===== src/hdl/anms_pkg.sv =====
// Shared types and constants of the box suppression block.
`timescale 1ns / 1ps

package anms_pkg;

	// Configuration register indexes.
	localparam int CFG_IDX_W  = 2;
	localparam int CFG_DATA_W = 17;
	typedef enum logic [CFG_IDX_W-1:0] {
		REG_IOU_THRESHOLD = 2'd0,
		REG_EPS_OFFSET    = 2'd1
	} cfg_reg_t;

	localparam int THR_W           = 17;
	localparam int EPS_W           = 8;
	localparam logic [THR_W-1:0] THR_RESET = 17'd32768;
	localparam int FRAC_W          = 16;

	// Result fields and their places in the output tdata.
	localparam int KEPT_IDX_W  = 6;
	localparam int KEPT_TOT_W  = 7;
	localparam int OUT_IDX_LSB = 0;
	localparam int OUT_TOT_LSB = 6;
	localparam int OUT_OVF_BIT = 13;
	localparam int OUT_TDATA_W = 16;

	typedef logic [KEPT_IDX_W-1:0] kept_idx_t;
	typedef logic [KEPT_TOT_W-1:0] kept_tot_t;

	// Commands from the controller to the datapath.
	typedef struct packed {
		logic ld_we;
		logic latch_i;
		logic cmp_issue;
		logic flags_clr;
	} anms_cmd_t;

	// Status from the datapath to the controller.
	typedef struct packed {
		logic pipe_busy;
		logic flag_i;
	} anms_stat_t;

endpackage


===== src/hdl/anms_ctrl.sv =====
// Controller: load counting, suppression sequencing and the result register.
`timescale 1ns / 1ps

module anms_ctrl #(
	parameter int MAX_BOXES = 64
) (
	input  logic                          clk,
	input  logic                          arst_n,
	input  logic                          in_valid,
	output logic                          in_ready,
	input  logic                          in_last,
	output logic                          out_valid,
	input  logic                          out_ready,
	output anms_pkg::kept_idx_t           out_idx,
	output logic                          out_last,
	output anms_pkg::kept_tot_t           out_total,
	output logic                          out_ovf,
	output logic [$clog2(MAX_BOXES)-1:0]  ld_addr,
	output logic [$clog2(MAX_BOXES)-1:0]  rd_addr,
	output logic [$clog2(MAX_BOXES)-1:0]  flag_addr,
	output anms_pkg::anms_cmd_t           cmd,
	input  anms_pkg::anms_stat_t          stat
);

	localparam int IDX_W = $clog2(MAX_BOXES);
	localparam int CNT_W = $clog2(MAX_BOXES + 1);
	localparam logic [CNT_W-1:0] MAX_CNT = CNT_W'(MAX_BOXES);

	typedef enum logic [6:0] {
		S_IDLE  = 7'b0000001,
		S_START = 7'b0000010,
		S_OUTER = 7'b0000100,
		S_LATCH = 7'b0001000,
		S_SCAN  = 7'b0010000,
		S_DRAIN = 7'b0100000,
		S_FLUSH = 7'b1000000
	} state_t;

	state_t           state_q;
	logic [CNT_W-1:0] cnt_q, i_q, j_q, kept_q;
	logic             ovf_q, pend_v_q, out_valid_q;
	logic [IDX_W-1:0] pend_q;

	logic accept, out_free, at_end, keep_now, push_mid, push_last;

	// Handshake and command decode.
	always_comb begin
		in_ready      = (state_q == S_IDLE);
		accept        = in_valid && in_ready;
		out_free      = !out_valid_q || out_ready;
		at_end        = (i_q == cnt_q);
		keep_now      = (state_q == S_OUTER) && !at_end && !stat.flag_i
		                && (!pend_v_q || out_free);
		push_mid      = keep_now && pend_v_q;
		push_last     = (state_q == S_FLUSH) && out_free;
		cmd           = '0;
		cmd.ld_we     = accept && (cnt_q < MAX_CNT);
		cmd.flags_clr = (state_q == S_START);
		cmd.latch_i   = (state_q == S_LATCH);
		cmd.cmp_issue = (state_q == S_SCAN) && (j_q != cnt_q);
		ld_addr       = cnt_q[IDX_W-1:0];
		flag_addr     = i_q[IDX_W-1:0];
		rd_addr       = (state_q == S_SCAN) ? j_q[IDX_W-1:0] : i_q[IDX_W-1:0];
	end

	// Sequencer.
	always_ff @(posedge clk or negedge arst_n) begin
		if (!arst_n) begin
			state_q     <= S_IDLE;
			cnt_q       <= '0;
			ovf_q       <= 1'b0;
			i_q         <= '0;
			j_q         <= '0;
			kept_q      <= '0;
			pend_v_q    <= 1'b0;
			out_valid_q <= 1'b0;
		end else begin
			if (push_mid || push_last) begin
				out_valid_q <= 1'b1;
			end else if (out_ready) begin
				out_valid_q <= 1'b0;
			end
			unique case (state_q)
				S_IDLE: begin
					if (accept) begin
						if (cmd.ld_we) begin
							cnt_q <= cnt_q + 1'b1;
						end else begin
							ovf_q <= 1'b1;
						end
						if (in_last) begin
							state_q <= S_START;
						end
					end
				end
				S_START: begin
					i_q      <= '0;
					kept_q   <= '0;
					pend_v_q <= 1'b0;
					state_q  <= S_OUTER;
				end
				S_OUTER: begin
					if (at_end) begin
						state_q <= S_FLUSH;
					end else if (stat.flag_i) begin
						i_q <= i_q + 1'b1;
					end else if (keep_now) begin
						pend_v_q <= 1'b1;
						kept_q   <= kept_q + 1'b1;
						state_q  <= S_LATCH;
					end
				end
				S_LATCH: begin
					j_q     <= i_q + 1'b1;
					state_q <= S_SCAN;
				end
				S_SCAN: begin
					if (j_q == cnt_q) begin
						state_q <= S_DRAIN;
					end else begin
						j_q <= j_q + 1'b1;
					end
				end
				S_DRAIN: begin
					if (!stat.pipe_busy) begin
						i_q     <= i_q + 1'b1;
						state_q <= S_OUTER;
					end
				end
				S_FLUSH: begin
					if (out_free) begin
						cnt_q   <= '0;
						ovf_q   <= 1'b0;
						state_q <= S_IDLE;
					end
				end
				default: state_q <= S_IDLE;
			endcase
		end
	end

	// Pending kept index and the result register payload.
	anms_pkg::kept_idx_t out_idx_q;
	anms_pkg::kept_tot_t out_total_q;
	logic                out_last_q, out_ovf_q;

	always_ff @(posedge clk) begin
		if (keep_now) begin
			pend_q <= i_q[IDX_W-1:0];
		end
		if (push_mid || push_last) begin
			out_idx_q   <= anms_pkg::kept_idx_t'(pend_q);
			out_last_q  <= push_last;
			out_total_q <= push_last ? anms_pkg::kept_tot_t'(kept_q) : '0;
			out_ovf_q   <= ovf_q;
		end
	end

	assign out_valid = out_valid_q;
	assign out_idx   = out_idx_q;
	assign out_last  = out_last_q;
	assign out_total = out_total_q;
	assign out_ovf   = out_ovf_q;

endmodule


===== config.mk =====
export PLATFORM = sky130hd
export DESIGN_NAME = anms_ctrl
export DESIGN_NICKNAME = d
export VERILOG_FILES = /design/src/hdl/anms_pkg.sv /design/src/hdl/anms_ctrl.sv
export SDC_FILE = /design/constraint.sdc
export NUM_CORES = 1
export LEC_CHECK = 0
export ABC_AREA = 0
export BUFFER_PORTS_ARGS = -buffer_cell sky130_fd_sc_hd__buf_2
export CAP_MARGIN = 20
export CELL_PAD_IN_SITES_DETAIL_PLACEMENT = 0
export CELL_PAD_IN_SITES_GLOBAL_PLACEMENT = 1
export CORE_MARGIN = 1.5
export CORE_UTILIZATION = 44
export CTS_CLUSTER_SIZE = 30
export DETAILED_ROUTE_END_ITERATION = 10
export PLACE_DENSITY_LB_ADDON = 0.05
export SLEW_MARGIN = 10
export SYNTH_ARGS = -nofsm -noshare
export SYNTH_HDL_FRONTEND = slang
export SYNTH_SLANG_ARGS = --single-unit

===== constraint.sdc =====
create_clock -name clk -period 2.6 [get_ports clk]
set_input_delay 0.52 -clock clk [delete_from_list [all_inputs] [get_ports clk]]
set_output_delay 0.52 -clock clk [all_outputs]
set_load 0.01 [all_outputs]

==> metrics.txt <==
# TYPE chip_impl_metric gauge
chip_impl_info{name="run_status",value="complete, but fails checks"} 1
chip_impl_info{name="violations_in_the_final_reports",value="setup timing"} 1
chip_impl_metric{name="power.total",unit="mW"} 3.01
chip_impl_metric{name="synth.ff_latch_count",unit=""} 59
chip_impl_metric{name="fmax",unit="MHz"} 374
chip_impl_metric{name="buffer_ports.inserted",unit=""} 45
chip_impl_metric{name="ys_async_sr_fraction",unit=""} 0.644
chip_impl_metric{name="p_per_area",unit="nW/µm²"} 804
chip_impl_metric{name="synth_area",unit="µm²"} 3080
chip_impl_metric{name="clock_skew",unit="ps"} 14.8
chip_impl_info{name="timing_startpoint_of_the_critical_path",value="state_q[0]"} 1
chip_impl_metric{name="grt_antenna_before_repair",unit=""} 0
chip_impl_metric{name="starting_density_of_the_core",unit=""} 0.454
chip_impl_metric{name="finalCoreUtilization",unit=""} 0.551
chip_impl_metric{name="multi_input_area",unit="µm²"} 1330
chip_impl_metric{name="synth_fp_nets",unit=""} 308
chip_impl_metric{name="total_global_route_track_usage",unit=""} 0.214
chip_impl_metric{name="grt_max_degree",unit=""} 39
chip_impl_metric{name="routed_wl",unit="mm"} 7.36
chip_impl_metric{name="worst_ir_drop_vdd",unit="µV"} 331
chip_impl_metric{name="setup_total_negative_slack",unit="ps"} -345
chip_impl_metric{name="h_tree_lvls",unit=""} 3
chip_impl_info{name="synth_top_flop_cell",value="sky130_fd_sc_hd__dfrtp_1"} 1
chip_impl_info{name="rr_startpoint",value="state_q[0]"} 1
chip_impl_metric{name="count_of_yosys_warnings_during_synthesis",unit=""} 0
chip_impl_metric{name="wl_per_cell",unit="µm"} 16.0
chip_impl_metric{name="layout_cell_share_with_drive_strength_beyond_1",unit=""} 0.310
chip_impl_info{name="path_class",value="register to output port"} 1
chip_impl_metric{name="flow.area_growth_from_synthesis",unit="%"} 21.4
chip_impl_metric{name="core",unit="µm²"} 6790
chip_impl_metric{name="syn-mean-instance-area",unit="µm²"} 10.4
chip_impl_info{name="layout_common_cells",value="sky130_fd_sc_hd__buf_2 (45), sky130_fd_sc_hd__dfrtp_1 (37), sky130_fd_sc_hd__nand2_1 (29), sky130_fd_sc_hd__buf_4 (27), sky130_fd_sc_hd__edfxtp_1 (21)"} 1
chip_impl_info{name="crit_path_end_kind",value="output port"} 1
chip_impl_metric{name="gp_congestion",unit=""} 0.795
chip_impl_metric{name="vias_per_cell",unit=""} 5.24
chip_impl_metric{name="clk_latency",unit="ps"} 340
chip_impl_metric{name="top_level_ports",unit=""} 46
chip_impl_metric{name="vias_in_the_first_global_route",unit=""} 2294
chip_impl_info{name="critical_path.startpoint_type",value="register"} 1
chip_impl_metric{name="layout_worst_path_cycle_share",unit=""} 1.03
chip_impl_metric{name="post_detailed_route_count_of_antenna_violating_nets",unit=""} 0
chip_impl_metric{name="timing_worst_slew_pin_value",unit="ps"} 906
chip_impl_metric{name="cts_made_buffers",unit=""} 9
chip_impl_metric{name="power_leakage",unit="nW"} 1.80
chip_impl_metric{name="clk_transition_reported_paths",unit="ps"} 80
chip_impl_metric{name="fin_ws",unit="ps"} -75.1
chip_impl_metric{name="crit_fanout",unit=""} 5
chip_impl_metric{name="place_hpwl",unit="mm"} 5.31
chip_impl_metric{name="clock-sinks",unit=""} 59
chip_impl_metric{name="final_hold_viol_count",unit=""} 0
chip_impl_metric{name="die_x",unit="µm"} 86.7
chip_impl_metric{name="slew_viol_final",unit=""} 0
chip_impl_info{name="root_buffer",value="sky130_fd_sc_hd__clkbuf_8"} 1
chip_impl_metric{name="chipHeight",unit="µm"} 86.7
chip_impl_info{name="min_path_type",value="input pin to async pin"} 1
chip_impl_metric{name="worstPathArrival",unit="ps"} 2160
chip_impl_metric{name="critical_path_required",unit="ps"} 2080
chip_impl_metric{name="relSlewSlack",unit=""} 0.396
chip_impl_metric{name="synth_sequential_area_ratio",unit=""} 0.513
chip_impl_metric{name="synth_cells",unit=""} 297
chip_impl_metric{name="global_route_wire_length_before_repair",unit="mm"} 11.9
chip_impl_info{name="setup_repair_after_global_routing_missed_its_margin",value="true"} 1
chip_impl_metric{name="die_area",unit="µm²"} 7520
chip_impl_metric{name="number_of_cell_rows",unit=""} 30
chip_impl_metric{name="insertedDiodeCount",unit=""} 0
chip_impl_metric{name="gr-total-overflow",unit=""} 0
chip_impl_metric{name="final-setup-viol-count",unit=""} 7
chip_impl_metric{name="nets",unit=""} 371
chip_impl_metric{name="drt-initial-drc-count",unit=""} 83
chip_impl_info{name="layout_commonest_cell",value="sky130_fd_sc_hd__buf_2"} 1
chip_impl_metric{name="cts-root-to-sink-buffers",unit=""} 2
chip_impl_metric{name="register_area",unit="µm²"} 1580
chip_impl_metric{name="dr_total_vias",unit=""} 2416
chip_impl_metric{name="max_cap_viol",unit=""} 0
chip_impl_metric{name="final.fill_count",unit=""} 608
chip_impl_metric{name="synth.distinct_cells",unit=""} 55
chip_impl_info{name="tritoncts",value="done"} 1
chip_impl_metric{name="route.detailed.drc",unit=""} 0
chip_impl_metric{name="drt_pass1_iterations",unit=""} 4
chip_impl_metric{name="synth-edff-count",unit=""} 21
chip_impl_metric{name="fin_crit",unit="ps"} 2680
chip_impl_metric{name="whs",unit="ps"} 315
kinds of logic (layout without fill, tap and decap cells):
group	Yosys count	after routing	synth area share
and+or+nand+nor	117	117	0.205
adders and majority gates	4	4	0.0162
DFF	59	59	0.513
AOI/OAI and AO/OA	52	52	0.122
muxes	3	3	0.0101
xor gates and xnor gates	24	24	0.0682
buffers and inverters	38	106	0.0649
cell usage after synthesis, types with 4 or more instances:
cell type / instances / area share
sky130_fd_sc_hd__and3_1: 12 / 0.024
sky130_fd_sc_hd__inv_1: 12 / 0.015
sky130_fd_sc_hd__dfrtp_1: 37 / 0.30
sky130_fd_sc_hd__xnor2_1: 9 / 0.026
sky130_fd_sc_hd__a211o_1: 4 / 0.011
sky130_fd_sc_hd__clkbuf_1: 7 / 0.0085
sky130_fd_sc_hd__buf_4: 12 / 0.029
sky130_fd_sc_hd__ha_1: 4 / 0.016
sky130_fd_sc_hd__a21oi_1: 10 / 0.016
sky130_fd_sc_hd__nor2_1: 18 / 0.022
sky130_fd_sc_hd__nand4_1: 6 / 0.012
sky130_fd_sc_hd__edfxtp_1: 21 / 0.20
sky130_fd_sc_hd__nor2b_1: 4 / 0.0081
sky130_fd_sc_hd__o21ai_0: 12 / 0.019
sky130_fd_sc_hd__nand3_1: 20 / 0.032
sky130_fd_sc_hd__xor2_1: 15 / 0.043
sky130_fd_sc_hd__nand2_1: 33 / 0.040
area by class of cell:
cell class / instances / share of cell area
tap: 96 / 0.0321
timing repair buffer: 75 / 0.123
clock inverter: 7 / 0.0181
sequential: 59 / 0.423
clock buffer: 9 / 0.0331
inverter: 15 / 0.0154
multi-input combinational: 200 / 0.355
worst max-delay path, cell delays in order, from the launching register on:
cell and delay [ps]:
sky130_fd_sc_hd__dfstp_2 370, sky130_fd_sc_hd__or4_4 530, sky130_fd_sc_hd__or4b_4 510, sky130_fd_sc_hd__buf_6 160
sky130_fd_sc_hd__nand2_1 60, sky130_fd_sc_hd__nand2_1 50, sky130_fd_sc_hd__buf_2 130
per-stage QoR:
| stage | instance area, µm² | setup WS [ps] | cells |
|---|---|---|---|
| 2_1_floorplan | 3080 | 92.8 | 297 |
| 3_3_place_gp | 3430 | 53.7 | 434 |
| 3_5_place_dp | 3430 | 55.7 | 434 |
| 4_1_cts | 3720 | -141 | 460 |
| 5_1_grt | 3740 | -142 | 461 |
| 6_report | 3740 | -75.1 | 461 |
worst paths after layout:
path	endpoint	slack, ps	cells past startpoint
min	j_q[3]	310	1
max in group asynchronous	cnt_q[0]	1710	1
min reg2reg	out_idx[2]	410	0
max reg2reg	j_q[2]	120	9
max	rd_addr[4]	-80	6
min in group clk	out_idx[2]	410	0
per-layer routing:
metal,GRT usage,vias to the layer above,wire (µm)
met4,0.0616,0,66
li1,-,1185,-
met1,0.291,1169,3540
met5,0,-,0
met2,0.345,56,3460
met3,0.0457,6,300
state kept, by name, summed over array words and instances, names as in the netlist:
register / count
pend_v_q: 1
cnt_q: 7
kept_q: 7
i_q: 7
out_ovf: 1
out_valid: 1
out_last: 1
j_q: 7
ovf_q: 1
out_idx: 6
pend_q: 6
out_total: 7
state_q: 7
power breakdown:
part	switching (mW)	leakage, nW	total [mW]	internal [mW]
registers	0.193	0.695	1.29	1.09
logic	0.499	1.01	0.909	0.411
clock network	0.374	0.0931	0.812	0.438
total	1.07	1.80	3.01	1.94
what timing repair did:
item / CTS / global route
gates resized for setup: 12 / 4
buffers inserted: 10 / 1
gates cloned: 0 / 0
endpoints found under the hold margin: 0 / 0
pin swaps: 5 / 2
hold buffers: 0 / 0
setup endpoints to repair: 7 / 9
Note: power is estimated with default switching activity, not from simulation.
